`src/hw/rtl/bpra_pkg.sv`:
```
// Shared widths and controller/datapath command and status types of the page run allocator.
`default_nettype none
package bpra_pkg;

	localparam int START_W   = 16;
	localparam int COUNT_W   = 17;
	localparam int PAGE_W    = 16;
	localparam int SUM_W     = 18;
	localparam int WORD_BITS = 8;
	localparam int BIT_SEL_W = 3;

	typedef struct packed {
		logic latch;
		logic dispatch;
		logic fail;
		logic scan_rd;
		logic scan_step;
		logic rmw_rd;
		logic rmw_wr;
		logic clr_step;
		logic rsp_load;
	} bpra_cmd_t;

	typedef struct packed {
		logic op_alloc;
		logic rel_empty;
		logic at_limit;
		logic run_hit;
		logic word_end;
		logic rmw_last;
		logic clr_last;
		logic rsp_full;
	} bpra_status_t;

endpackage
`default_nettype wire

```
`src/hw/rtl/bpra_ctrl.sv`:
```
// Controller state machine of the page run allocator.
`default_nettype none
module bpra_ctrl (
	input  wire                    clk,
	input  wire                    arst_n,
	input  wire                    req_valid,
	output logic                   req_ready,
	input  bpra_pkg::bpra_status_t st,
	output bpra_pkg::bpra_cmd_t    cmd
);
	typedef enum logic [7:0] {
		S_CLEAR     = 8'b0000_0001,
		S_IDLE      = 8'b0000_0010,
		S_DISPATCH  = 8'b0000_0100,
		S_SCAN_RD   = 8'b0000_1000,
		S_SCAN_TEST = 8'b0001_0000,
		S_RMW_RD    = 8'b0010_0000,
		S_RMW_WR    = 8'b0100_0000,
		S_DONE      = 8'b1000_0000
	} state_t;

	state_t state_q, state_d;

	always_ff @(posedge clk or negedge arst_n) begin
		if (!arst_n) begin
			state_q <= S_CLEAR;
		end else begin
			state_q <= state_d;
		end
	end

	always_comb begin
		state_d   = state_q;
		cmd       = '0;
		req_ready = 1'b0;
		case (state_q)
			S_CLEAR: begin
				cmd.clr_step = 1'b1;
				if (st.clr_last) begin
					state_d = S_IDLE;
				end
			end
			S_IDLE: begin
				req_ready = 1'b1;
				if (req_valid) begin
					cmd.latch = 1'b1;
					state_d   = S_DISPATCH;
				end
			end
			S_DISPATCH: begin
				cmd.dispatch = 1'b1;
				if (st.op_alloc) begin
					state_d = S_SCAN_RD;
				end else if (st.rel_empty) begin
					state_d = S_DONE;
				end else begin
					state_d = S_RMW_RD;
				end
			end
			S_SCAN_RD: begin
				if (st.at_limit) begin
					cmd.fail = 1'b1;
					state_d  = S_DONE;
				end else begin
					cmd.scan_rd = 1'b1;
					state_d     = S_SCAN_TEST;
				end
			end
			S_SCAN_TEST: begin
				if (st.at_limit) begin
					cmd.fail = 1'b1;
					state_d  = S_DONE;
				end else begin
					cmd.scan_step = 1'b1;
					if (st.run_hit) begin
						state_d = S_RMW_RD;
					end else if (st.word_end) begin
						state_d = S_SCAN_RD;
					end
				end
			end
			S_RMW_RD: begin
				cmd.rmw_rd = 1'b1;
				state_d    = S_RMW_WR;
			end
			S_RMW_WR: begin
				cmd.rmw_wr = 1'b1;
				state_d    = st.rmw_last ? S_DONE : S_RMW_RD;
			end
			S_DONE: begin
				if (!st.rsp_full) begin
					cmd.rsp_load = 1'b1;
					state_d      = S_IDLE;
				end
			end
			default: begin
				state_d = S_CLEAR;
			end
		endcase
	end
endmodule
`default_nettype wire

```
`config.mk`:
```
export PLATFORM = sky130hd
export DESIGN_NAME = bpra_ctrl
export DESIGN_NICKNAME = d
export VERILOG_FILES = /design/src/hw/rtl/bpra_pkg.sv /design/src/hw/rtl/bpra_ctrl.sv
export SDC_FILE = /design/constraint.sdc
export NUM_CORES = 1
export LEC_CHECK = 0
export ABC_AREA = 1
export BUFFER_PORTS_ARGS = -buffer_cell sky130_fd_sc_hd__buf_4
export CORE_AREA = 2 2 44 46
export CTS_BUF_LIST = sky130_fd_sc_hd__clkbuf_4 sky130_fd_sc_hd__clkbuf_8 sky130_fd_sc_hd__clkbuf_16
export DETAILED_ROUTE_END_ITERATION = 6
export DIE_AREA = 0 0 46 48
export GPL_TIMING_DRIVEN = 0
export PLACE_DENSITY_LB_ADDON = 0.12
export RECOVER_POWER = 100
export SYNTH_ARGS = -nofsm -noshare
export SYNTH_HDL_FRONTEND = slang
export SYNTH_SLANG_ARGS = --single-unit
```
`constraint.sdc`:
```
create_clock -name clk -period 1.2 [get_ports clk]
set_input_delay 0.24 -clock clk [delete_from_list [all_inputs] [get_ports clk]]
set_output_delay 0.24 -clock clk [all_outputs]
set_load 0.05 [all_outputs]
```
## Yosys cells after proc, flatten, opt, wreduce, memory -nomap -nowiden

Cells that the tools add are included.

- Register bits: 8
- Bits in latches: 0
- RAM bits: 0
- Bits in read-only memories: 0
- Input port bits: 11
- Output and inout port bits: 10
- Word-level logic and storage cells: 40
- Memories: 0

- Add/sub/neg operators: 0
- Multiply operators: 0
- Div/mod/pow operators: 0
- $lt $le $gt $ge: 0
- Eq/ne operators: 12
- Shift-type cells: 0
- Muxes and demuxes: 25
- Bitwise logic cells: 0
- Reduce and logical (&&, ||, !) cells: 2

Operator list:

| cell | number |
|---|---|
| 2-to-1 mux 8 bit | 10 |
| case mux 8 bit (8 select lines) | 1 |
| 2-to-1 mux 1 bit | 14 |
| == test 8 x 1 -> 1 bit (second input constant) | 1 |
| == test 8 x 2 -> 1 bit (second input constant) | 1 |
| == test 8 x 3 -> 1 bit (second input constant) | 1 |
| == test 8 x 4 -> 1 bit (second input constant) | 1 |
| == test 8 x 5 -> 1 bit (second input constant) | 1 |
| == test 8 x 6 -> 1 bit (second input constant) | 1 |
| == test 8 x 7 -> 1 bit (second input constant) | 1 |
| == test 8 bit (second input constant) | 1 |
| inequality test 2 bit (second input constant) | 3 |
| inequality test 4 bit (second input constant) | 1 |
| AND reduction 4 bit | 1 |
| OR reduction 2 bit | 1 |

## Longest topological paths before layout

- Depth after elaboration: 4
- Gate-level depth with buffers: 8
- Gate-level depth less buffers: 8

## Worst setup path after synthesis

OpenSTA, ideal clock, no wires.

- Kind: register to output
- Start: register state_q[7]
- End: output port cmd[8] (netlist name)
- Arrival time: 1446 ps
- Data required time: 960 ps
- Path slack: -486 ps
- Cell stages (with the launch flop): 6
- Path buffers: 0
- Cell sequence: dfrtp_1 > inv_2 > nand2_2 > nor2_4 > nand2_1 > nor2_1

RTL lines:

| what | line | source |
|---|---|---|
| start, declared | bpra_ctrl.sv:22 | `state_t state_q, state_d;` |
| start signal, assigned | bpra_ctrl.sv:28 | `state_q <= state_d;` |
| end, declared | bpra_ctrl.sv:9 | `output bpra_pkg::bpra_cmd_t cmd` |

==> metrics.md <==
| Metric | Value |
|---|---|
| First-pass GRT wire length | `3110 um` |
| Core area | `1690 um^2` |
| Worst-skew pair later-pin latency | `0.27 ns` |
| Largest family of logic cells by synthesized area | `simple AND/OR/NAND/NOR gates` |
| CTS Sinks | `8` |
| Synth Cell Area | `roughly 640 um^2` |
| R2R depth | `12` |
| Max-slew violations | `0` |
| Failing checks | `setup timing` |
| Routed wire per std cell | `12.7 um` |
| Nets | `~160` |
| DRT iter0 DRCs | `12` |
| CP Capture Type | `output port` |
| Worst slew margin | `70.2%` |
| Layout Skew | `0.00751 ns` |
| CTS tree | `built` |
| Multiplexer share of the synthesized area | `0%` |
| Worst slew pin tran | `0.448 ns` |
| CTS buffer count | `3` |
| Leading registers by flop count | `state_q x8` |
| Final setup fails | `16` |
| Overall power | `1690 uW` |
| Syn avg cell area | `6.74 um^2` |
| Cells after Synth | `95` |
| Pwr per Cell Area | `1350 nW/um^2` |
| CP required | `between 0.9 and 1 ns` |
| Max reg flops | `8` |
| GRT overflow | `0` |
| Max Cap Viol | `0` |
| Syn nets | `106` |
| Adder-cell share of the synthesized area | `0%` |
| Crit path time final | `1.73 ns` |
| Layout cells sized above 1 | `67.8%` |
| Reg2Reg Setup Slack | `-0.48 ns` |
| Hold Fails Final Rpt | `0` |
| R2R Path Start | `state_q[7]` |
| Clock root cell | `clkbuf_4` |
| Hold Path Cell Cnt | `2` |
| Initial antenna violation count | `0` |
| WHS Endpoint | `state_q[5]` |
| DRT Pass-1 Iters | `4` |
| Clock-pin slew on the worst setup and hold paths | `approximately 0.070 ns` |
| XOR/XNOR Fraction of Synth Area | `0%` |
| Post-Route WL | `2030 um` |
| Largest net degree at the start of global routing | `9` |
| Routed vias/inst | `4.88` |
| Clock Tree Buf Depth | `2` |
| Static Leak | `0.000636 uW` |
| Register area share after synthesis | `31.4%` |
| Status | `finished with violations` |
| Critical path peak fanout | `4` |
| Io pins | `21` |
| RSZ-0062 raised after global routing | `true` |
| Via count | `780` |
| Synth Area in Compound Gates | `4.10%` |
| Post-synthesis cell type count | `18` |
| Syn. warnings | `0` |
| Worst setup SP type | `flop` |
| Core Rows | `15` |
| Antenna Nets Post-Route | `0` |
| Starting density of the core | `between 30% and 40%` |
| Min-Delay Startpoint | `st[2]` |
| Pre-CTS setup slack | `-0.368 ns` |
| Arrival time at the worst endpoint | `between 1 and 1.5 ns` |
| Vias in the first global route | `802` |
| Height of the die | `48 um` |
| Worst Setup Path Type | `flop to output port` |
| Post-Synth Simple-Gate Area | `49.2%` |
| Reg-to-reg endpoint | `state_q[7]` |
| Post-DP HPWL | `1160 um` |
| Crit share post-route | `144%` |
| Drt drc | `0` |
| Chip width | `46 um` |
| Port Buf Inserts | `20` |
| Placer Congestion | `0.788` |
| Hold Crit Class | `input pin to flop` |
| Max Clk Rate | `0.578 GHz` |
| All-Layer GR Usage | `about 20%` |
| Peak supply drop | `907 uV` |
| Post-synthesis register bit count | `8` |
| Antenna cells | `0` |
| Largest Register | `state_q` |
| Worst Slack Setup Final | `-0.531 ns` |
| Die area | `2210 um^2` |
| H-tree depth | `1` |
| Area growth syn-to-layout | `95.9%` |
## synth_stat cells
library cell | count | area, um^2
dfstp_2 | 1 | 26.3
nand2_1 | 21 | 78.8
o211ai_2 | 1 | 12.5
nand3_2 | 4 | 40.0
nor2_1 | 14 | 52.6
inv_2 | 6 | 22.5
nand2_2 | 5 | 31.3
nor2_4 | 4 | 45.0
nor2_2 | 3 | 18.8
nor3_2 | 1 | 10.0
buf_4 | 1 | 7.51
o21ai_2 | 1 | 8.76
o21ai_0 | 1 | 5.00
dfrtp_1 | 7 | 175
nand4_1 | 3 | 18.8
nand3_1 | 3 | 15.0
inv_1 | 18 | 67.6
nor3_1 | 1 | 5.00
## per-stage QoR
step	TNS [ns]	hold WS [ns]	instances	utilization, %	area [um^2]
3_3_place_gp	-2.67	0.0637	132	52.1	881
4_1_cts	-5.66	0.183	157	72.0	1220
5_1_grt	-7.17	0.191	160	74.3	1250
3_5_place_dp	-2.63	0.0629	132	52.1	881
6_report	-6.25	0.183	160	74.3	1250
2_1_floorplan	-1.51	-0.0556	95	-	709
## report_power, final
part           switching, uW  leakage (uW)  internal [uW]  total (uW)
registers               51.4      0.000107            326         377
clock network            115     0.0000184            151         266
logic                    643      0.000511            404        1050
## layout make-up
type	instances	area [um^2]
plain buffers	1	11.3
clock buffers	4	30.0
fillers	123	434
inverters	24	118
multi-input cells	62	465
flip-flops and latches	8	201
well taps	17	21.3
repair buffers	44	408
## kinds of logic (layout without fill, tap and decap cells)
family	Yosys count	after routing
AOI/OAI and AO/OA	3	3
buffers and inverters	25	73
and+or+nand+nor	59	59
DFF	8	8
## timing repair
| item | CTS | global route |
|---|---|---|
| setup buffers | 21 | 4 |
| gates resized for setup | 38 | 5 |
| pin swaps | 12 | 6 |
| hold endpoints to repair | 8 | 0 |
| hold buffers | 1 | 0 |
| setup endpoints to repair | 15 | 16 |
## layout by cell type, fill, tap and decap left out
cell,n
buf_4,26
nand2_1,13
buf_6,12
inv_1,11
nand2_4,8
nor2_4,7
nor2_2,7
nor2_1,7
dfrtp_1,7
clkinvlp_4,6
inv_2,5
nand2_2,5
buf_8,5
clkbuf_4,4
nand3_2,3
nand4_1,3
nand3_4,2
inv_4,2
nand3_1,2
nor3_4,1
nor3_2,1
o211ai_2,1
o21ai_0,1
o21ai_2,1
dlygate4sd3_1,1
clkbuf_1,1
dfstp_2,1
## worst max-delay path by stage
stage | startpoint | end | slack, ns | cells after the start
global placement | state_q[4] | cmd[6] | -0.39 | 8
global route | state_q[7] | cmd[6] | -0.59 | 8
floorplan | state_q[0] | cmd[6] | -0.20 | 7
finish | state_q[7] | cmd[6] | -0.53 | 8
CTS | state_q[7] | cmd[6] | -0.51 | 8
detailed placement | state_q[4] | cmd[6] | -0.37 | 8
## per-layer routing
metal | GRT usage, % | routed length, um | vias to the layer above
li1 | - | - | 376
met1 | 18.5 | 730 | 366
met2 | 40.3 | 1140 | 31
met3 | 3.77 | 105 | 7
met4 | 13.7 | 55 | 0
met5 | 0 | 0 | -
## critical path, stage by stage, from the launching register on
cell and delay (ns):
dfrtp_1 0.42, nor2_2 0.15, nand3_2 0.10, nor2_4 0.14
inv_2 0.07, nand2_4 0.07, nand2_4 0.06, clkinvlp_4 0.07
buf_8 0.14
Note: power is estimated with default switching activity, not from simulation.
